--- config.mk ---
export PLATFORM = sky130hd
export DESIGN_NAME = ultrasonic_echo_ranger
export DESIGN_NICKNAME = d
export VERILOG_FILES = /design/src/design/uer_pkg.sv /design/src/design/uer_front.sv /design/src/design/uer_queue.sv /design/src/design/uer_back.sv /design/src/design/ultrasonic_echo_ranger.sv
export VERILOG_INCLUDE_DIRS = /design/src /design/src/design
export SDC_FILE = /design/constraint.sdc
export NUM_CORES = 1
export LEC_CHECK = 0
export BUFFER_PORTS_ARGS = -buffer_cell sky130_fd_sc_hd__buf_2
export CORE_UTILIZATION = 60
export CTS_CLUSTER_SIZE = 14
export DETAILED_ROUTE_END_ITERATION = 7
export GPL_TIMING_DRIVEN = 0
export PLACE_DENSITY_LB_ADDON = 0.3
export SYNTH_ARGS = -nofsm -noshare
export SYNTH_HDL_FRONTEND = slang
export SYNTH_SLANG_ARGS = --single-unit
--- constraint.sdc ---
create_clock -name clk -period 7.3 [get_ports clk]
set_input_delay 0.73 -clock clk [delete_from_list [all_inputs] [get_ports clk]]
set_output_delay 0.73 -clock clk [all_outputs]
set_load 0.02 [all_outputs]
--- src/design/assert_macros.svh ---
// ----------------------------------------------------------------------------
// assert_macros.svh
// shared assertion macros for the echo ranger blocks
// ----------------------------------------------------------------------------
`ifndef ASSERT_MACROS_SVH
`define ASSERT_MACROS_SVH

// clocked property, switched off while reset is low
`define UER_ASSERT(label, prop, msg) \
	label: assert property (@(posedge clk) disable iff (!arst_n) prop) else $error(msg);

// condition that must never be seen at a clock edge
`define UER_NEVER(label, cond, msg) \
	`UER_ASSERT(label, !(cond), msg)

`endif

--- src/design/uer_pkg.sv ---
// ----------------------------------------------------------------------------
// uer_pkg
// types, widths and codes shared by the ultrasonic echo ranger
// ----------------------------------------------------------------------------
`default_nettype none

package uer_pkg;

	localparam int CHANNELS_DEF   = 4;
	localparam int COUNT_BITS_DEF = 16;

	localparam int MODE_W   = 2;
	localparam int CHAN_W   = 2;
	localparam int SENSOR_W = 2;
	localparam int FULL_W   = 16;
	localparam int PERIOD_W = 16;
	localparam int DIV_W    = FULL_W + 4;
	localparam int DIST_W   = 17;
	localparam int LEVEL_W  = 8;

	localparam int QUEUE_DEPTH = 2;

	localparam int CFG_ADDR_W = 3;
	localparam int CFG_DATA_W = 32;

	localparam logic [PERIOD_W-1:0] PERIOD_RESET = 16'hffff;
	localparam logic [FULL_W-1:0]   FULL_RESET   = 16'd100;

	localparam logic [MODE_W-1:0] MODE_TICK    = 2'd0;
	localparam logic [MODE_W-1:0] MODE_ECHO    = 2'd1;
	localparam logic [MODE_W-1:0] MODE_TRIGGER = 2'd2;

	localparam logic KIND_MEASURE = 1'b0;
	localparam logic KIND_TRIGGER = 1'b1;

	localparam logic REG_COUNT_PERIOD = 1'b0;
	localparam logic REG_FULL         = 1'b1;

	typedef struct packed {
		logic [MODE_W-1:0] mode;
		logic [CHAN_W-1:0] channel;
	} in_beat_t;

	typedef struct packed {
		logic                kind;
		logic [SENSOR_W-1:0] sensor;
		logic [DIST_W-1:0]   distance_hundredths;
		logic [LEVEL_W-1:0]  level;
	} out_beat_t;

	typedef struct packed {
		logic                kind;
		logic [SENSOR_W-1:0] sensor;
	} job_hdr_t;

endpackage

`default_nettype wire

--- src/design/uer_front.sv ---
// ----------------------------------------------------------------------------
// uer_front
// tick counter, per-channel armed flags and trigger round robin
// ----------------------------------------------------------------------------
`default_nettype none
`include "assert_macros.svh"

module uer_front #(
	parameter int CHANNELS   = uer_pkg::CHANNELS_DEF,
	parameter int COUNT_BITS = uer_pkg::COUNT_BITS_DEF
) (
	input  wire logic                          clk,
	input  wire logic                          arst_n,
	input  wire uer_pkg::in_beat_t             item,
	input  wire logic                          item_valid,
	output logic                               item_ready,
	input  wire logic [uer_pkg::PERIOD_W-1:0]  count_period,
	input  wire logic                          q_full,
	output logic                               push,
	output uer_pkg::job_hdr_t                  push_hdr,
	output logic [COUNT_BITS-1:0]              push_count
);

	localparam int SEL_W = (CHANNELS > 1) ? $clog2(CHANNELS) : 1;

	logic [COUNT_BITS-1:0] tick_q;
	logic [CHANNELS-1:0]   armed_q;
	logic [SEL_W-1:0]      next_q;

	logic [CHANNELS-1:0] hit;
	logic                chan_ok;
	logic                armed_hit;
	logic                is_tick;
	logic                is_echo;
	logic                is_trig;
	logic                needs_push;
	logic                in_fire;

	always_comb begin
		for (int i = 0; i < CHANNELS; i++) begin
			hit[i] = (32'(item.channel) == i);
		end
	end

	assign chan_ok    = |hit;
	assign armed_hit  = |(armed_q & hit);
	assign is_tick    = (item.mode == uer_pkg::MODE_TICK);
	assign is_echo    = (item.mode == uer_pkg::MODE_ECHO);
	assign is_trig    = (item.mode == uer_pkg::MODE_TRIGGER);
	assign needs_push = is_trig | (is_echo & armed_hit);
	assign item_ready = !q_full | !needs_push;
	assign in_fire    = item_valid & item_ready;

	assign push            = in_fire & needs_push;
	assign push_hdr.kind   = is_trig ? uer_pkg::KIND_TRIGGER : uer_pkg::KIND_MEASURE;
	assign push_hdr.sensor = is_trig ? uer_pkg::SENSOR_W'(next_q) : item.channel;
	assign push_count      = tick_q;

	always_ff @(posedge clk or negedge arst_n) begin
		if (!arst_n) begin
			tick_q  <= '0;
			armed_q <= '0;
			next_q  <= '0;
		end else if (in_fire) begin
			if (is_tick) begin
				if (32'(tick_q) >= 32'(count_period)) begin
					tick_q <= '0;
				end else begin
					tick_q <= tick_q + COUNT_BITS'(1);
				end
			end
			if (is_echo && chan_ok) begin
				if (armed_hit) begin
					armed_q <= armed_q & ~hit;
				end else begin
					tick_q  <= '0;
					armed_q <= armed_q | hit;
				end
			end
			if (is_trig) begin
				if (next_q == SEL_W'(CHANNELS - 1)) begin
					next_q <= '0;
				end else begin
					next_q <= next_q + SEL_W'(1);
				end
			end
		end
	end

	// an arming edge restarts the shared counter
	`UER_ASSERT(a_arm_clears, (in_fire && is_echo && chan_ok && !armed_hit) |=> (tick_q == '0), "arming edge left counter running")

endmodule

`default_nettype wire

--- src/design/uer_queue.sv ---
// ----------------------------------------------------------------------------
// uer_queue
// short job queue between front and back
// ----------------------------------------------------------------------------
`default_nettype none
`include "assert_macros.svh"

module uer_queue #(
	parameter int COUNT_BITS = uer_pkg::COUNT_BITS_DEF
) (
	input  wire logic                  clk,
	input  wire logic                  arst_n,
	input  wire logic                  push,
	input  wire uer_pkg::job_hdr_t     push_hdr,
	input  wire logic [COUNT_BITS-1:0] push_count,
	input  wire logic                  pop,
	output uer_pkg::job_hdr_t          pop_hdr,
	output logic [COUNT_BITS-1:0]      pop_count,
	output logic                       empty,
	output logic                       full
);

	localparam int DEPTH  = uer_pkg::QUEUE_DEPTH;
	localparam int PTR_W  = (DEPTH > 1) ? $clog2(DEPTH) : 1;
	localparam int FILL_W = $clog2(DEPTH + 1);

	uer_pkg::job_hdr_t     hdr_q [DEPTH];
	logic [COUNT_BITS-1:0] cnt_q [DEPTH];
	logic [PTR_W-1:0]      wr_ptr_q;
	logic [PTR_W-1:0]      rd_ptr_q;
	logic [FILL_W-1:0]     fill_q;

	assign empty     = (fill_q == '0);
	assign full      = (fill_q == FILL_W'(DEPTH));
	assign pop_hdr   = hdr_q[rd_ptr_q];
	assign pop_count = cnt_q[rd_ptr_q];

	always_ff @(posedge clk) begin
		if (push) begin
			hdr_q[wr_ptr_q] <= push_hdr;
			cnt_q[wr_ptr_q] <= push_count;
		end
	end

	always_ff @(posedge clk or negedge arst_n) begin
		if (!arst_n) begin
			wr_ptr_q <= '0;
			rd_ptr_q <= '0;
			fill_q   <= '0;
		end else begin
			if (push) begin
				wr_ptr_q <= (wr_ptr_q == PTR_W'(DEPTH - 1)) ? '0 : wr_ptr_q + PTR_W'(1);
			end
			if (pop) begin
				rd_ptr_q <= (rd_ptr_q == PTR_W'(DEPTH - 1)) ? '0 : rd_ptr_q + PTR_W'(1);
			end
			if (push && !pop) begin
				fill_q <= fill_q + FILL_W'(1);
			end else if (pop && !push) begin
				fill_q <= fill_q - FILL_W'(1);
			end
		end
	end

	`UER_NEVER(a_no_overflow, push && full && !pop, "push into full queue")
	`UER_NEVER(a_no_underflow, pop && empty, "pop from empty queue")

endmodule

`default_nettype wire

--- src/design/uer_back.sv ---
// ----------------------------------------------------------------------------
// uer_back
// distance by reciprocal multiply, fill level by bit-serial division, result register
// ----------------------------------------------------------------------------
`default_nettype none
`include "assert_macros.svh"

module uer_back #(
	parameter int COUNT_BITS = uer_pkg::COUNT_BITS_DEF
) (
	input  wire logic                         clk,
	input  wire logic                         arst_n,
	input  wire logic                         q_empty,
	input  wire uer_pkg::job_hdr_t            q_hdr,
	input  wire logic [COUNT_BITS-1:0]        q_count,
	output logic                              pop,
	input  wire logic [uer_pkg::FULL_W-1:0]   full_hundredths,
	output uer_pkg::out_beat_t                result,
	output logic                              result_valid,
	input  wire logic                         result_ready
);

	localparam int SCALED_BITS = COUNT_BITS + 5;
	localparam int STEP_W      = $clog2(SCALED_BITS);
	localparam int DIST_W      = uer_pkg::DIST_W;
	localparam int LEVEL_W     = uer_pkg::LEVEL_W;
	localparam int DIV_W       = uer_pkg::DIV_W;

	// divide by ten through the reciprocal, exact below the saturation limit
	localparam int DX_W   = 21;
	localparam int DM_S   = DX_W + 4;
	localparam int DW_W   = (SCALED_BITS > DX_W) ? SCALED_BITS : DX_W;
	localparam int PROD_W = 2 * DX_W + 1;
	localparam logic [DX_W:0]     DM         = (DX_W + 1)'(((2 ** DM_S) + 9) / 10);
	localparam logic [DW_W-1:0]   DIST_LIMIT = DW_W'(10 * (2 ** DIST_W));

	typedef enum logic [2:0] {
		B_IDLE = 3'b001,
		B_DIV  = 3'b010,
		B_OUT  = 3'b100
	} back_state_t;

	back_state_t state_q;

	logic [STEP_W-1:0]          step_q;
	logic [SCALED_BITS-1:0]     dvd_q;
	logic [DIV_W-1:0]           div_q;
	logic [DIST_W-1:0]          dq_q;
	logic                       dovf_q;
	logic [DIV_W-1:0]           lrem_q;
	logic [LEVEL_W-1:0]         lq_q;
	logic                       lovf_q;
	logic                       kind_q;
	logic [uer_pkg::SENSOR_W-1:0] sensor_q;

	logic [SCALED_BITS-1:0] scaled;
	logic                   dbit_in;
	logic [DW_W-1:0]        dvd_w;
	logic [PROD_W-1:0]      dprod;
	logic                   dsat;
	logic [DIV_W:0]         lr;
	logic                   lge;

	assign pop          = (state_q == B_IDLE) && !q_empty;
	assign result_valid = (state_q == B_OUT);

	assign scaled  = (SCALED_BITS'(q_count) << 4) + SCALED_BITS'(q_count);
	assign dbit_in = dvd_q[SCALED_BITS-1];
	assign dvd_w   = DW_W'(dvd_q);
	assign dsat    = (dvd_w >= DIST_LIMIT);
	assign dprod   = PROD_W'(dvd_w[DX_W-1:0]) * PROD_W'(DM);
	assign lr      = {lrem_q, dbit_in};
	assign lge     = (lr >= {1'b0, div_q});

	always_comb begin
		result.kind                = kind_q;
		result.sensor              = sensor_q;
		result.distance_hundredths = dovf_q ? '1 : dq_q;
		result.level               = lovf_q ? '1 : lq_q;
	end

	always_ff @(posedge clk or negedge arst_n) begin
		if (!arst_n) begin
			state_q <= B_IDLE;
			step_q  <= '0;
		end else begin
			case (state_q)
				B_IDLE: begin
					if (!q_empty) begin
						if (q_hdr.kind == uer_pkg::KIND_TRIGGER) begin
							state_q <= B_OUT;
						end else begin
							state_q <= B_DIV;
							step_q  <= STEP_W'(SCALED_BITS - 1);
						end
					end
				end
				B_DIV: begin
					if (step_q == '0) begin
						state_q <= B_OUT;
					end else begin
						step_q <= step_q - STEP_W'(1);
					end
				end
				B_OUT: begin
					if (result_ready) begin
						state_q <= B_IDLE;
					end
				end
				default: begin
					state_q <= B_IDLE;
				end
			endcase
		end
	end

	always_ff @(posedge clk) begin
		if (pop) begin
			kind_q   <= q_hdr.kind;
			sensor_q <= q_hdr.sensor;
			dvd_q    <= scaled;
			div_q    <= (DIV_W'(full_hundredths) << 3) + (DIV_W'(full_hundredths) << 1);
			dq_q     <= '0;
			dovf_q   <= 1'b0;
			lrem_q   <= '0;
			lq_q     <= '0;
			lovf_q   <= 1'b0;
		end else if (state_q == B_DIV) begin
			if (step_q == STEP_W'(SCALED_BITS - 1)) begin
				dq_q   <= dprod[DM_S +: DIST_W];
				dovf_q <= dsat;
			end
			dvd_q  <= dvd_q << 1;
			lrem_q <= lge ? DIV_W'(lr - {1'b0, div_q}) : DIV_W'(lr);
			lovf_q <= lovf_q | lq_q[LEVEL_W-1];
			lq_q   <= {lq_q[LEVEL_W-2:0], lge};
		end
	end

	// divider runs its full count of steps
	`UER_ASSERT(a_div_hold, (state_q == B_DIV && step_q != '0) |=> (state_q == B_DIV), "divider left early")

endmodule

`default_nettype wire

--- src/design/ultrasonic_echo_ranger.sv ---
// ----------------------------------------------------------------------------
// ultrasonic_echo_ranger
// four-channel echo timer with distance and fill level results
// ----------------------------------------------------------------------------
// item beats (mode, channel) come in on a valid/ready channel; counter ticks,
// arming echo edges and unused modes give no result and are taken every
// cycle. a capturing echo edge or a trigger tick queues one job and is taken
// every cycle as long as the two-entry job queue has room.
// a trigger request passes through the job queue into the result register.
// a measurement runs a bit-serial level divider, one bit per cycle over
// COUNT_BITS+5 bits, and then lands in the result register; the back end
// holds one job at a time and pops the next one once the result is taken.
// when the result receiver stalls, the result register holds its beat, the
// queue fills and only beats that queue a job are held off; counter ticks
// keep being taken.
// reset clears the counter, armed flags, trigger pointer and queue, and loads
// count_period 65535 and full_hundredths 100. registers sit on an APB port,
// count_period at 0x0 and full_hundredths at 0x4.
// ----------------------------------------------------------------------------
`default_nettype none

module ultrasonic_echo_ranger #(
	parameter int CHANNELS   = uer_pkg::CHANNELS_DEF,
	parameter int COUNT_BITS = uer_pkg::COUNT_BITS_DEF
) (
	input  wire logic                             clk,
	input  wire logic                             arst_n,
	input  wire uer_pkg::in_beat_t                item,
	input  wire logic                             item_valid,
	output logic                                  item_ready,
	output uer_pkg::out_beat_t                    result,
	output logic                                  result_valid,
	input  wire logic                             result_ready,
	input  wire logic                             psel,
	input  wire logic                             penable,
	input  wire logic                             pwrite,
	input  wire logic [uer_pkg::CFG_ADDR_W-1:0]   paddr,
	input  wire logic [uer_pkg::CFG_DATA_W-1:0]   pwdata,
	output logic [uer_pkg::CFG_DATA_W-1:0]        prdata,
	output logic                                  pready
);

	logic [uer_pkg::PERIOD_W-1:0] count_period_q;
	logic [uer_pkg::FULL_W-1:0]   full_q;
	logic                         reg_idx;
	logic                         cfg_wr;

	logic                    push;
	uer_pkg::job_hdr_t       push_hdr;
	logic [COUNT_BITS-1:0]   push_count;
	logic                    pop;
	uer_pkg::job_hdr_t       pop_hdr;
	logic [COUNT_BITS-1:0]   pop_count;
	logic                    q_empty;
	logic                    q_full;

	assign pready  = 1'b1;
	assign reg_idx = paddr[2];
	assign cfg_wr  = psel & penable & pwrite & pready;

	always_ff @(posedge clk or negedge arst_n) begin
		if (!arst_n) begin
			count_period_q <= uer_pkg::PERIOD_RESET;
			full_q         <= uer_pkg::FULL_RESET;
		end else if (cfg_wr) begin
			case (reg_idx)
				uer_pkg::REG_COUNT_PERIOD: count_period_q <= pwdata[uer_pkg::PERIOD_W-1:0];
				uer_pkg::REG_FULL:         full_q         <= pwdata[uer_pkg::FULL_W-1:0];
				default: begin
				end
			endcase
		end
	end

	always_comb begin
		case (reg_idx)
			uer_pkg::REG_COUNT_PERIOD: prdata = uer_pkg::CFG_DATA_W'(count_period_q);
			uer_pkg::REG_FULL:         prdata = uer_pkg::CFG_DATA_W'(full_q);
			default:                   prdata = '0;
		endcase
	end

	uer_front #(
		.CHANNELS   (CHANNELS),
		.COUNT_BITS (COUNT_BITS)
	) u_front (
		.clk          (clk),
		.arst_n       (arst_n),
		.item         (item),
		.item_valid   (item_valid),
		.item_ready   (item_ready),
		.count_period (count_period_q),
		.q_full       (q_full),
		.push         (push),
		.push_hdr     (push_hdr),
		.push_count   (push_count)
	);

	uer_queue #(
		.COUNT_BITS (COUNT_BITS)
	) u_queue (
		.clk        (clk),
		.arst_n     (arst_n),
		.push       (push),
		.push_hdr   (push_hdr),
		.push_count (push_count),
		.pop        (pop),
		.pop_hdr    (pop_hdr),
		.pop_count  (pop_count),
		.empty      (q_empty),
		.full       (q_full)
	);

	uer_back #(
		.COUNT_BITS (COUNT_BITS)
	) u_back (
		.clk             (clk),
		.arst_n          (arst_n),
		.q_empty         (q_empty),
		.q_hdr           (pop_hdr),
		.q_count         (pop_count),
		.pop             (pop),
		.full_hundredths (full_q),
		.result          (result),
		.result_valid    (result_valid),
		.result_ready    (result_ready)
	);

endmodule

`default_nettype wire

## Word-level counts from Yosys, hierarchy flattened

Memories as Yosys holds them, arrays and structs flattened.
Cells that the tools add are included.

| word-level totals | value |
|---|---|
| register bits after elaboration | 157 |
| bits in writable memories | 38 |
| output and inout port bits | 63 |
| word-level logic and storage cells | 118 |
| memories | 2 |

Memory list:

| name | words | width | rd ports | clocked after Yosys merged registers in | wr ports | line | source |
|---|---|---|---|---|---|---|---|
| u_queue.cnt_q | 2 | 16 | 1 | 0 | 1 | uer_queue.sv:28 | `logic [COUNT_BITS-1:0] cnt_q [DEPTH];` |
| u_queue.hdr_q | 2 | 3 | 1 | 0 | 1 | uer_queue.sv:27 | `uer_pkg::job_hdr_t hdr_q [DEPTH];` |

| operators by class | value |
|---|---|
| add/subtract/negate cells | 10 |
| $mul | 1 |
| magnitude comparators | 3 |
| equality and inequality tests | 16 |
| mux-type cells | 29 |
| bitwise logic cells | 13 |
| reductions and logical operators | 25 |

Operators with widths:

| kind | count |
|---|---|
| $mux W16 | 4 |
| $pmux W32 S2 | 1 |
| $mux W21 | 2 |
| $mul A21 B20 Y40 const B | 1 |
| $add A20 B16 Y21 | 1 |
| $ge A21 B20 Y1 | 1 |
| $ge A21 B21 Y1 const B | 1 |
| $add A19 B17 Y20 | 1 |
| $mux W20 | 1 |
| $sub A20 B20 Y20 | 1 |
| $mux W17 | 1 |
| $add A16 B1 Y16 const B | 1 |
| $ge A16 B16 Y1 | 1 |
| $mux W5 | 3 |
| $mux W3 | 4 |
| $eq A2 B2 Y1 const B | 5 |
| $pmux W5 S2 | 1 |
| $reduce_and A2 Y1 | 5 |
| $pmux W3 S3 | 1 |
| $and A4 B4 Y4 | 2 |
| $mux W2 | 4 |
| $mux W8 | 1 |
| $reduce_or A4 Y1 | 2 |
| $logic_not A2 Y1 | 3 |
| other kinds (24) | 49 |

## Depth between registers and ports, before layout

Gate-level depths: netlist of the first run.

| depth | value |
|---|---|
| word-level depth | 13 |
| depth in mapped cells | 25 |
| mapped depth without buffers | 24 |

## By module

Synthesis of the first run repeated with hierarchy kept, for this count alone.

| second synthesis, totals | value |
|---|---|
| cells, all modules | 1830 |
| area, all modules | 18630.4 sq um |

Modules (own cells, without submodules):

| module | times used | cells an instance | area an instance (sq um) | sequential area each (sq um) |
|---|---|---|---|---|
| uer_back | 1 | 1466 | 13694.4 | 2433.6 |
| uer_front | 1 | 184 | 1676.6 | 550.5 |
| uer_queue | 1 | 75 | 1637.8 | 1241.2 |
| ultrasonic_echo_ranger | 1 | 105 | 1621.6 | 824.5 |

## Worst setup path before layout of the first run

Ideal clock, no wire load.

| timing path | value |
|---|---|
| path kind | flip-flop to flip-flop |
| start point | register u_back.dvd_q[11] |
| end point | register u_back.dq_q[15] |
| library setup time | 0.127 ns |
| arrival time | 5.995 ns |
| setup slack | 1.179 ns |
| cell stages (with the launch flop) | 20 |
| period minus slack after synthesis | 6.121 ns |
| cells stage by stage | edfxtp_1 ha_1 ha_1 fa_1 fa_1 fa_1 fa_1 inv_1 fa_1 inv_1 ha_1 and3_1 a311o_1 a2111oi_1 o22ai_1 a31oi_2 o21ai_1 a21oi_1 xnor2_1 o21ai_1 |

| between the ends | value |
|---|---|
| longest elaborated chain between the ends | 1 |

Ends and longest elaborated chain:

| element | line | source |
|---|---|---|
| from (decl) | uer_back.sv:46 | `logic [SCALED_BITS-1:0] dvd_q;` |
| from (signal assigned) | uer_back.sv:121 | `dvd_q <= scaled;` |
| from (signal assigned) | uer_back.sv:133 | `dvd_q <= dvd_q << 1;` |
| $mul A21 B20 Y40 | uer_back.sv:71 | `assign dprod = PROD_W'(dvd_w[DX_W-1:0]) * PROD_W'(DM);` |
| to (signal assigned) | uer_back.sv:130 | `dq_q <= dprod[DM_S +: DIST_W];` |
| to (decl) | uer_back.sv:48 | `logic [DIST_W-1:0] dq_q;` |

Every way passes these cells.
A chain may end at the register's enable or synchronous reset.

## Worst setup path after layout of the first run

| timing path | value |
|---|---|
| start point | register u_back.dvd_q[10] |
| end point | register u_back.dq_q[15] |

The elaborated chain is that of the path after synthesis.

==> results of run 1 <==
-- logic make-up (layout without fill, tap and decap cells) --
logic type	after synthesis	count (layout)	share of synthesized area, %
other	2	18	0.0420
AOI/OAI and AO/OA	283	283	9.50
and+or+nand+nor	371	371	10.1
muxes	77	77	4.77
buffers and inverters	339	443	7.54
adders and majority gates	416	416	34.9
xor gates and xnor gates	100	100	4.90
DFF	194	194	28.2
-- final timing paths --
kind,slack (ps),cells past startpoint,end
setup reg to reg,320,24,u_back.dq_q[15]
setup / recovery,320,24,u_back.dq_q[15]
min in group clk,450,2,u_back.dq_q[10]
hold / removal,390,1,asynchronous set/reset pin
max in group asynchronous,6340,1,u_back.step_q[3]
hold reg to reg,450,2,u_back.dq_q[10]
-- worst reg2reg max path: cells and delay by family, from the launching register on --
| kind | cells | cell delay [ps] |
|---|---|---|
| adders and majority gates | 8 | 3230 |
| xor gates and xnor gates | 2 | 290 |
| AOI/OAI and AO/OA | 7 | 1660 |
| DFF | 1 | 610 |
| buffers and inverters | 5 | 610 |
| and+or+nand+nor | 2 | 460 |
-- area by class of cell --
class / count / area, µm² / share of cell area [%]
multi-input cells: 1264 / 11600 / 59.7
flip-flops and latches: 194 / 5050 / 26.1
inverters: 286 / 1070 / 5.54
well taps: 384 / 480 / 2.48
clock buffers: 17 / 425 / 2.20
repair buffers: 72 / 363 / 1.87
plain buffers: 53 / 278 / 1.43
clock inverters: 15 / 145 / 0.749
diodes: 1 / 2.50 / 0.0129
-- synth_stat cells, types with 23 or more instances --
master / n
a21o_1: 32
a21oi_1: 75
clkbuf_1: 31
dfrtp_1: 46
dfxtp_1: 47
edfxtp_1: 81
fa_1: 138
ha_1: 278
inv_1: 285
mux2_2: 52
mux2i_1: 23
nand2_1: 121
nand3_1: 26
nor2_1: 76
o21ai_0: 96
or2_2: 29
xnor2_1: 52
xor2_1: 48
-- what timing repair did --
item,4_1_cts,5_1_grt
resized for setup,0,4
setup buffers,0,0
setup endpoints to repair,0,8
-- stage by stage --
stage	hold slack, ps	std cells	TNS, ps	setup slack [ps]
2_1_floorplan	417	1797	0	1180
3_3_place_gp	429	2253	0	193
3_5_place_dp	440	2253	0	82.4
4_1_cts	414	2285	0	48.3
5_1_grt	456	2285	-5.92	-5.92
6_report	391	2286	0	319
-- state kept, by name, summed over array words and instances (netlist names), 5 cells and up, named ones only --
register,count
u_queue.cnt_q,32
count_period_q,16
u_front.push_count,16
u_back.dq_q,17
u_back.dvd_q,21
full_q,16
u_back.step_q,5
u_queue.hdr_q,6
u_back.div_q,19
u_back.lq_q,8
u_back.lrem_q,20
-- routing by layer --
| layer | routed length, µm | share of wire, % |
|---|---|---|
| met5 | 0 | 0 |
| met4 | 1100 | 2.8 |
| met3 | 1890 | 4.8 |
| met2 | 19700 | 50 |
| met1 | 16900 | 43 |
==> key figures, run 1 <==
Clock network
  • Hold Buf Count CTS: 0
  • Register clock-pin slew on the reported worst setup and hold paths: 80 ps
  • CTS tree: built
  • Clk buf depth: 2
  • Clock buffers created by TritonCTS: 17
  • Clock tree root buffer cell: clkbuf_16
  • CTS H-tree lvls: 4
  • Worst skew pair latency: roughly 450 ps
  • Clk sinks: roughly 190

Drt
  • DRC: 0
  • Routed Antenna Nets: 0
  • Initial DRC count: 696
  • Vias: 12,621
  • Routed wire length: slightly below 40,000 µm
  • Wirelength per Cell: roughly 17 µm
  • Detailed Routing Iterations Pass 1: 5
  • Drt via density: roughly 5.5

Global route
  • First-pass GRT wire length: between 60,000 and 70,000 µm
  • GR Util met3: between 4 and 5%
  • Global routing's busiest layer: met2
  • Number of global-route vias before repair: about 13,000
  • Pin count of the biggest net entering global routing: between 60 and 70
  • Met1 Resource Use GR: between 30% and 40%
  • Initial antenna violation count: 1
  • GR Util met2: 46.5%
  • All-Layer GR Usage: between 20% and 30%
  • Gr ovfl total: 0

STA
  • Setup violators final: 0
  • Final Hold Vio Count: 0
  • Crit share post-route: about 96%
  • Final min period: 6980 ps
  • Rel. slew slack: around a third
  • Clock Skew: approximately 10 ps
  • Slew Limit Fails: 0
  • Worst-Margin Slew: 971 ps
  • Fmax: 143 MHz

Floorplanning
  • Cell Rows: between 60 and 70
  • I/O pins: ~110
  • Placeable Area: a little under 30,000 µm²
  • Starting Density: 61.7%
  • Die area: a little over 30,000 µm²
  • Chip Height: around 170 µm
  • Die X: ~170 µm

Status
  • Status: complete, no violations

Placement
  • Cell Area, Placed: approximately 19,000 µm²
  • PortBufs: 72
  • HPWL Detailed: around 32,000 µm
  • GPL Wtd Cong: 0.983

Final layout
  • Final cell area excluding filler cells: 19,400 µm²
  • Layout Utilization: between 60% and 70%
  • Area delta synth->final: 8.33%
  • Most common cell after layout, fill and taps aside: inv_1
  • Nets: roughly 2,400
  • Commonest cells after routing, fill and taps aside: 285 x inv_1, 278 x ha_1, 138 x fa_1, 121 x nand2_1, 96 x o21ai_0
  • Share of post-route cells with drive strength above 1: 12.5%
  • Fill cell instance count of the final layout: 2,307

Yosys
  • Post-synth top area share: between 10% and 20%
  • Yosys reg bits: approximately 190
  • Yosys warnings: 0
  • Area leader, netlist: ha_1
  • Synth top area cells: ha_1 19%, fa_1 15%, edfxtp_1 14%
  • Number of synthesized flops with an enable pin: 81
  • Sequential fraction of the synthesis area: 28.2%
  • Synth Flop Type: edfxtp_1
  • Synthesized area per cell: approximately 10 µm²
  • Mapped Cells: between 1,500 and 2,000
  • Cell variety after synth: between 70 and 80
  • Syn Std Cell Area: ~18,000 µm²
  • Synth async-reset ratio: 34.0%

Worst setup path
  • Crit path launch type: flop
  • Crit path DAT: between 7000 and 8000 ps
  • Required @ worst endpoint: around 7600 ps
  • Worst path slowest cell: edfxtp_1
  • R2R Path Start: u_back.dvd_q[10]
  • Critical Path Source: u_back.dvd_q[10]
  • Max incr delay on CP: ~600 ps
  • Crit path capture type: flop
  • WS Path Type: reg2reg
  • CP top delay family: adder cells
  • Worst Path Max Fanout: 7
  • Cell Chain, Critical Path: ha_1 > clkbuf_1 > xor2_1 > ha_1 > a21o_1 > ha_1 > inv_1 > fa_1 > inv_1 > fa_1 > fa_1 > inv_1 > fa_1 > inv_1 > ha_1 > a211oi_1 > nand3_1 > nor3_2 > o22ai_1 > a31oi_2 > o21ai_1 > a21oi_1 > xnor2_1 > o21ai_1
  • WP buf/inv: 5

Hold path
  • Hold Crit Class: in2async

Run
  • Max-cap violations: 0
Power of run 1 is left out: the tool's default activity adds up to more than one toggle a clock period on the data nets, which glitch-free logic cannot reach.
==> run 2, diff against run 1 <==
--- a/config.mk
+++ b/config.mk
@@ -8,6 +8,7 @@
 export LEC_CHECK = 0
 export BUFFER_PORTS_ARGS = -buffer_cell sky130_fd_sc_hd__buf_2
 export CORE_UTILIZATION = 60
+export CTS_BUF_LIST = sky130_fd_sc_hd__clkbuf_8
 export CTS_CLUSTER_SIZE = 14
 export DETAILED_ROUTE_END_ITERATION = 7
 export GPL_TIMING_DRIVEN = 0
==> key figures, run 2 (same netlist as run 1, synthesis figures left out) <==
Global route
  • Number of global-route vias before repair: 13,004 (was 13,088)
  • All-Layer GR Usage: 26.7% (was 26.9%)
  • Gr ovfl total: 0 (unchanged)
  • Initial antenna violation count: 1 (unchanged)
  • First-pass GRT wire length: 64,000 µm (was 64,500 µm)
  • Pin count of the biggest net entering global routing: 67 (unchanged)

STA
  • Clock Skew: 17.1 ps (was 10.4 ps)
  • Crit share post-route: 95.6% (about the same)
  • Slew Limit Fails: 0 (unchanged)
  • Final worst setup slack: 322 ps (was 319 ps)
  • Rel. slew slack: 33.9% (was 35.2%)
  • Final Hold Vio Count: 0 (unchanged)
  • Fmax: 143 MHz (about the same)
  • Worst-Margin Slew: 990 ps (was 971 ps)
  • Final min period: 6980 ps (about the same)
  • Setup violators final: 0 (unchanged)
  • WHS: 348 ps (was 391 ps)

Final layout
  • Final cell area excluding filler cells: 19,200 µm² (was 19,400 µm²)
  • Nets: 2,350 (unchanged)
  • Area delta synth->final: 7.26% (was 8.33%)
  • Largest register by flop count: u_queue.cnt_q (unchanged)
  • Finished Layout Cells: 2,286 (unchanged)
  • Largest register FFs: 32 (unchanged)
  • Top flop regs: u_queue.cnt_q x32, u_back.dvd_q x21, u_back.lrem_q x20 (unchanged)
  • Share of post-route cells with drive strength above 1: 12.5% (unchanged)
  • Reg area: 5050 µm² (unchanged)
  • Fill cell instance count of the final layout: 2,339 (was 2,307)
  • Area of the multi-input gates: 11,600 µm² (unchanged)
  • Commonest cells after routing, fill and taps aside: 285 x inv_1, 278 x ha_1, 138 x fa_1, 121 x nand2_1, 96 x o21ai_0 (unchanged)
  • Most common cell after layout, fill and taps aside: inv_1 (unchanged)

Placement
  • GPL Wtd Cong: 0.983 (unchanged)
  • Placed cells: 2,253 (unchanged)
  • Cell Area, Placed: 18,800 µm² (unchanged)
  • DP Worst Slack: 82.4 ps (unchanged)
  • PortBufs: 72 (unchanged)
  • HPWL Detailed: 31,800 µm (unchanged)

Status
  • Status: complete, no violations (unchanged)

Drt
  • Wirelength per Cell: 17.2 µm (was 17.3 µm)
  • Initial DRC count: 741 (was 696)
  • Routed Antenna Nets: 0 (unchanged)
  • Vias: 12,619 (was 12,621)
  • Drt via density: 5.52 (about the same)
  • Routed wire length: 39,300 µm (was 39,600 µm)
  • Detailed Routing Iterations Pass 1: 5 (unchanged)
  • DRC: 0 (unchanged)

Worst setup path
  • Critical Path Source: u_back.dvd_q[10] (unchanged)
  • WS Path Type: reg2reg (unchanged)
  • Crit path launch type: flop (unchanged)
  • Crit path DAT: 7340 ps (was 7310 ps)
  • Required @ worst endpoint: 7660 ps (was 7630 ps)
  • R2R Path Start: u_back.dvd_q[10] (unchanged)
  • Worst Path Max Fanout: 7 (unchanged)
  • Crit path capture type: flop (unchanged)

Hold path
  • Hold Crit Class: in2async (unchanged)

Floorplanning
  • Die area: 30,500 µm² (unchanged)
  • I/O pins: 109 (unchanged)
  • Die X: 175 µm (unchanged)
  • Starting Density: 61.7% (unchanged)
  • Placeable Area: 29,000 µm² (unchanged)
  • Chip Height: 175 µm (unchanged)
  • Cell Rows: 62 (unchanged)

Clock network
  • Register clock-pin slew on the reported worst setup and hold paths: 110 ps (was 80 ps)
  • Clock tree root buffer cell: clkbuf_8 (was clkbuf_16)
  • Worst skew pair latency: 480 ps (was 450 ps)
  • Clk buf depth: 2 (unchanged)
  • Clock buffers created by TritonCTS: 17 (unchanged)
  • CTS H-tree lvls: 4 (unchanged)
  • Clk sinks: 194 (unchanged)
  • CTS tree: built (unchanged)
  • Hold Buf Count CTS: 0 (unchanged)

Run
  • Max-cap violations: 0 (unchanged)
## run 2: path summary, 6_finish.rpt
| kind | slack, ps | cells past startpoint | end |
|---|---|---|---|
| worst max register to register | 320 | 24 | u_back.dq_q[15] |
| worst min-delay path | 350 | 1 | u_front.push_count[0] |
| min in group clk | 450 | 2 | u_back.dq_q[10] |
| worst min register to register | 450 | 2 | u_back.dq_q[10] |
| max in group asynchronous | 6380 | 1 | u_back.step_q[3] |
| worst max-delay path | 320 | 24 | u_back.dq_q[15] |
## run 2: routing by layer
metal / up-vias / wire length [µm] / track usage, %
li1: 6156 / - / -
met1: 6122 / 17200 / 34.0
met2: 286 / 19600 / 46.2
met3: 55 / 1690 / 4.42
met4: 0 / 913 / 8.62
met5: - / 0 / 0
## run 2: what timing repair did
item	4_1_cts	5_1_grt
setup endpoints to repair	0	9
setup buffers	0	0
gates resized for setup	0	4
## run 2: final cells by class
type	count	area share, %
Clock buffer	17	1.22
Multi-Input combinational cell	1264	60.3
Buffer	53	1.45
Antenna cell	1	0.0130
Tap cell	384	2.50
Timing Repair Buffer	72	1.89
Inverter	286	5.60
Sequential cell	194	26.3
Clock inverter	15	0.756
## run 2: metrics by stage
| step | utilization [%] | TNS (ps) |
|---|---|---|
| floorplan | - | 0 |
| global placement | 64.7 | 0 |
| detailed placement | 64.8 | 0 |
| CTS | 66.1 | 0 |
| global route | 66.1 | -3.65 |
| finish | 66.1 | 0 |
## run 2: critical path, stage by stage (launching register included)
cell and delay [ps]:
edfxtp_1 630, ha_1 400, clkbuf_1 380, xor2_1 140, ha_1 200, a21o_1 160, ha_1 280, inv_1 60
fa_1 500, inv_1 50, fa_1 470, fa_1 550, inv_1 70, fa_1 500, inv_1 40, ha_1 330
a211oi_1 330, nand3_1 180, nor3_2 280, o22ai_1 260, a31oi_2 380, o21ai_1 160, a21oi_1 280, xnor2_1 150
o21ai_1 70
Power of run 2 is left out for the same reason.
==> run 3, diff against run 2 <==
--- a/config.mk
+++ b/config.mk
@@ -7,8 +7,10 @@
 export NUM_CORES = 1
 export LEC_CHECK = 0
 export BUFFER_PORTS_ARGS = -buffer_cell sky130_fd_sc_hd__buf_2
-export CORE_UTILIZATION = 60
-export CTS_BUF_LIST = sky130_fd_sc_hd__clkbuf_8
+export CELL_PAD_IN_SITES_DETAIL_PLACEMENT = 0
+export CELL_PAD_IN_SITES_GLOBAL_PLACEMENT = 1
+export CORE_UTILIZATION = 50
+export CTS_BUF_LIST = sky130_fd_sc_hd__clkbuf_8 sky130_fd_sc_hd__clkbuf_16
 export CTS_CLUSTER_SIZE = 14
 export DETAILED_ROUTE_END_ITERATION = 7
 export GPL_TIMING_DRIVEN = 0
@@ -16,3 +18,4 @@
 export SYNTH_ARGS = -nofsm -noshare
 export SYNTH_HDL_FRONTEND = slang
 export SYNTH_SLANG_ARGS = --single-unit
+export TNS_END_PERCENT = 100
==> key figures, run 3 (same netlist as run 1, synthesis figures left out) <==
Status
  • Status: complete, no violations (unchanged)

Floorplanning
  • Die X: 191 µm (was 175 µm)
  • Die area: 36,500 µm² (was 30,500 µm²)
  • Starting Density: 51.3% (was 61.7%)
  • I/O pins: 109 (unchanged)
  • Placeable Area: 34,900 µm² (was 29,000 µm²)
  • Cell Rows: 68 (was 62)
  • Chip Height: 191 µm (was 175 µm)

Global route
  • Number of global-route vias before repair: 12,606 (was 13,004)
  • Gr ovfl total: 0 (unchanged)
  • First-pass GRT wire length: 65,400 µm (was 64,000 µm)
  • All-Layer GR Usage: 23.2% (was 26.7%)
  • Initial antenna violation count: 1 (unchanged)
  • Pin count of the biggest net entering global routing: 67 (unchanged)

Worst setup path
  • Crit path launch type: flop (unchanged)
  • Crit path capture type: flop (unchanged)
  • CP top delay family: adder cells (unchanged)
  • Required @ worst endpoint: 7620 ps (was 7660 ps)
  • Worst path slowest cell: edfxtp_1 (unchanged)
  • Worst Path Max Fanout: 6 (was 7)
  • Crit path DAT: 7260 ps (was 7340 ps)
  • Max incr delay on CP: 580 ps (was 630 ps)
  • WS Path Type: reg2reg (unchanged)
  • WP buf/inv: 3 (was 5)
  • Cell Chain, Critical Path: inv_1 > ha_1 > fa_1 > ha_1 > fa_1 > fa_1 > fa_1 > inv_1 > fa_1 > inv_1 > ha_1 > a21o_1 > a311o_1 > a2111oi_2 > o22ai_1 > a31oi_4 > o21ai_1 > a21oi_1 > xnor2_1 > o21ai_1 (was ha_1 > clkbuf_1 > xor2_1 > ha_1 > a21o_1 > ha_1 > inv_1 > fa_1 > inv_1 > fa_1 > fa_1 > inv_1 > fa_1 > inv_1 > ha_1 > a211oi_1 > nand3_1 > nor3_2 > o22ai_1 > a31oi_2 > o21ai_1 > a21oi_1 > xnor2_1 > o21ai_1)
  • Most common cell type on the critical path: fa_1

Final layout
  • ANT cells: 0 (was 1)
  • Commonest cells after routing, fill and taps aside: 285 x inv_1, 278 x ha_1, 138 x fa_1, 121 x nand2_1, 96 x o21ai_0 (unchanged)
  • Nets: 2,353 (was 2,350)
  • Final cell area excluding filler cells: 19,500 µm² (was 19,200 µm²)
  • Area delta synth->final: 9.05% (was 7.26%)
  • Finished Layout Cells: 2,359 (was 2,286)
  • Share of post-route cells with drive strength above 1: 12.7% (was 12.5%)
  • Top flop regs: u_queue.cnt_q x32, u_back.dvd_q x21, u_back.lrem_q x20 (unchanged)
  • Largest register by flop count: u_queue.cnt_q (unchanged)
  • Largest register FFs: 32 (unchanged)
  • Reg area: 5050 µm² (unchanged)
  • Most common cell after layout, fill and taps aside: inv_1 (unchanged)
  • Area of the multi-input gates: 11,600 µm² (about the same)
  • Fill cell instance count of the final layout: 3,152 (was 2,339)

Placement
  • Placed cells: 2,324 (was 2,253)
  • HPWL Detailed: 32,800 µm (was 31,800 µm)
  • Cell Area, Placed: 18,900 µm² (was 18,800 µm²)
  • GPL Wtd Cong: 0.906 (was 0.983)
  • PortBufs: 72 (unchanged)

Drt
  • Routed wire length: 40,300 µm (was 39,300 µm)
  • Detailed Routing Iterations Pass 1: 5 (unchanged)
  • Routed Antenna Nets: 0 (unchanged)
  • Vias: 12,428 (was 12,619)
  • Drt via density: 5.27 (was 5.52)
  • Initial DRC count: 663 (was 741)
  • Met3 WL post-DR: 1600 µm (was 1690 µm)
  • Wirelength per Cell: 17.1 µm (was 17.2 µm)
  • DRC: 0 (unchanged)
  • DR top layer: met5 (was met4)
  • Met1 wire length: 18,000 µm (was 17,200 µm)
  • Met2 wire length: 19,800 µm (was 19,600 µm)

STA
  • Sum of negative setup slack: 0 ps (unchanged)
  • Crit share post-route: 95.0% (was 95.6%)
  • Slew Limit Fails: 0 (unchanged)
  • WHS: 370 ps (was 348 ps)
  • Setup violators final: 0 (unchanged)
  • Fmax: 144 MHz (was 143 MHz)
  • Rel. slew slack: 36.0% (was 33.9%)
  • Final Hold Vio Count: 0 (unchanged)
  • Clock Skew: 12.2 ps (was 17.1 ps)
  • Worst-Margin Slew: 960 ps (was 990 ps)
  • Final min period: 6930 ps (was 6980 ps)
  • RSZ-0062 raised after global routing: false

Clock network
  • Clock buffers created by TritonCTS: 17 (unchanged)
  • Worst skew pair latency: 450 ps (was 480 ps)
  • CTS tree: built (unchanged)
  • Register clock-pin slew on the reported worst setup and hold paths: 80 ps (was 110 ps)
  • CTS H-tree lvls: 4 (unchanged)
  • Hold Buf Count CTS: 0 (unchanged)
  • Clk sinks: 194 (unchanged)
  • Clock tree root buffer cell: clkbuf_16 (was clkbuf_8)
  • Clk buf depth: 2 (unchanged)

Run
  • Max-cap violations: 0 (unchanged)

Hold path
  • Hold Crit Class: in2async (unchanged)
==> run 3: metrics by stage <==
stage	setup slack, ps	utilization (%)
after floorplan	1180	-
after global placement	18.8	54.1
after detailed placement	-68.4	54.1
after CTS	169	55.8
after global routing	76.1	55.9
final	368	55.9
==> run 3: worst paths after layout <==
path | endpoint | from | depth (start not counted) | slack, ps
hold reg to reg | u_back.dq_q[6] | u_back.dq_q[6] | 2 | 450
max in group asynchronous | full_q[12] | arst_n | 1 | 6340
setup / recovery | u_back.dq_q[15] | u_back.dvd_q[12] | 20 | 370
hold / removal | asynchronous set/reset pin | arst_n | 1 | 370
setup reg to reg | u_back.dq_q[15] | u_back.dvd_q[12] | 20 | 370
min in group clk | u_back.dq_q[6] | u_back.dq_q[6] | 2 | 450
==> run 3: per-layer routing <==
layer	vias up	global-route usage (%)
li1	6166	-
met1	5977	29.9
met2	238	40.0
met3	45	3.58
met4	2	6.96
met5	-	0
==> run 3: area by class of cell <==
type / count / area share (%)
plain buffers: 52 / 1.40
multi-input cells: 1264 / 59.3
inverters: 286 / 5.50
clock inverters: 14 / 0.712
flip-flops and latches: 194 / 25.9
well taps: 455 / 2.92
clock buffers: 18 / 2.25
repair buffers: 76 / 2.01
==> run 3: repair_timing <==
item / in CTS / in global routing
buffers inserted: 0 / 4
hold endpoints to repair: 0 / 0
resized for setup: 2 / 3
setup endpoints to repair: 2 / 2
==> run 3: worst register-to-register path: cells and delay by family (launching register included) <==
family / cells / cell delay, ps
buffers and inverters: 3 / 270
xor gates and xnor gates: 1 / 150
DFF: 1 / 580
adders and majority gates: 8 / 3650
AOI/OAI and AO/OA: 8 / 2170
Power of run 3 is left out for the same reason.
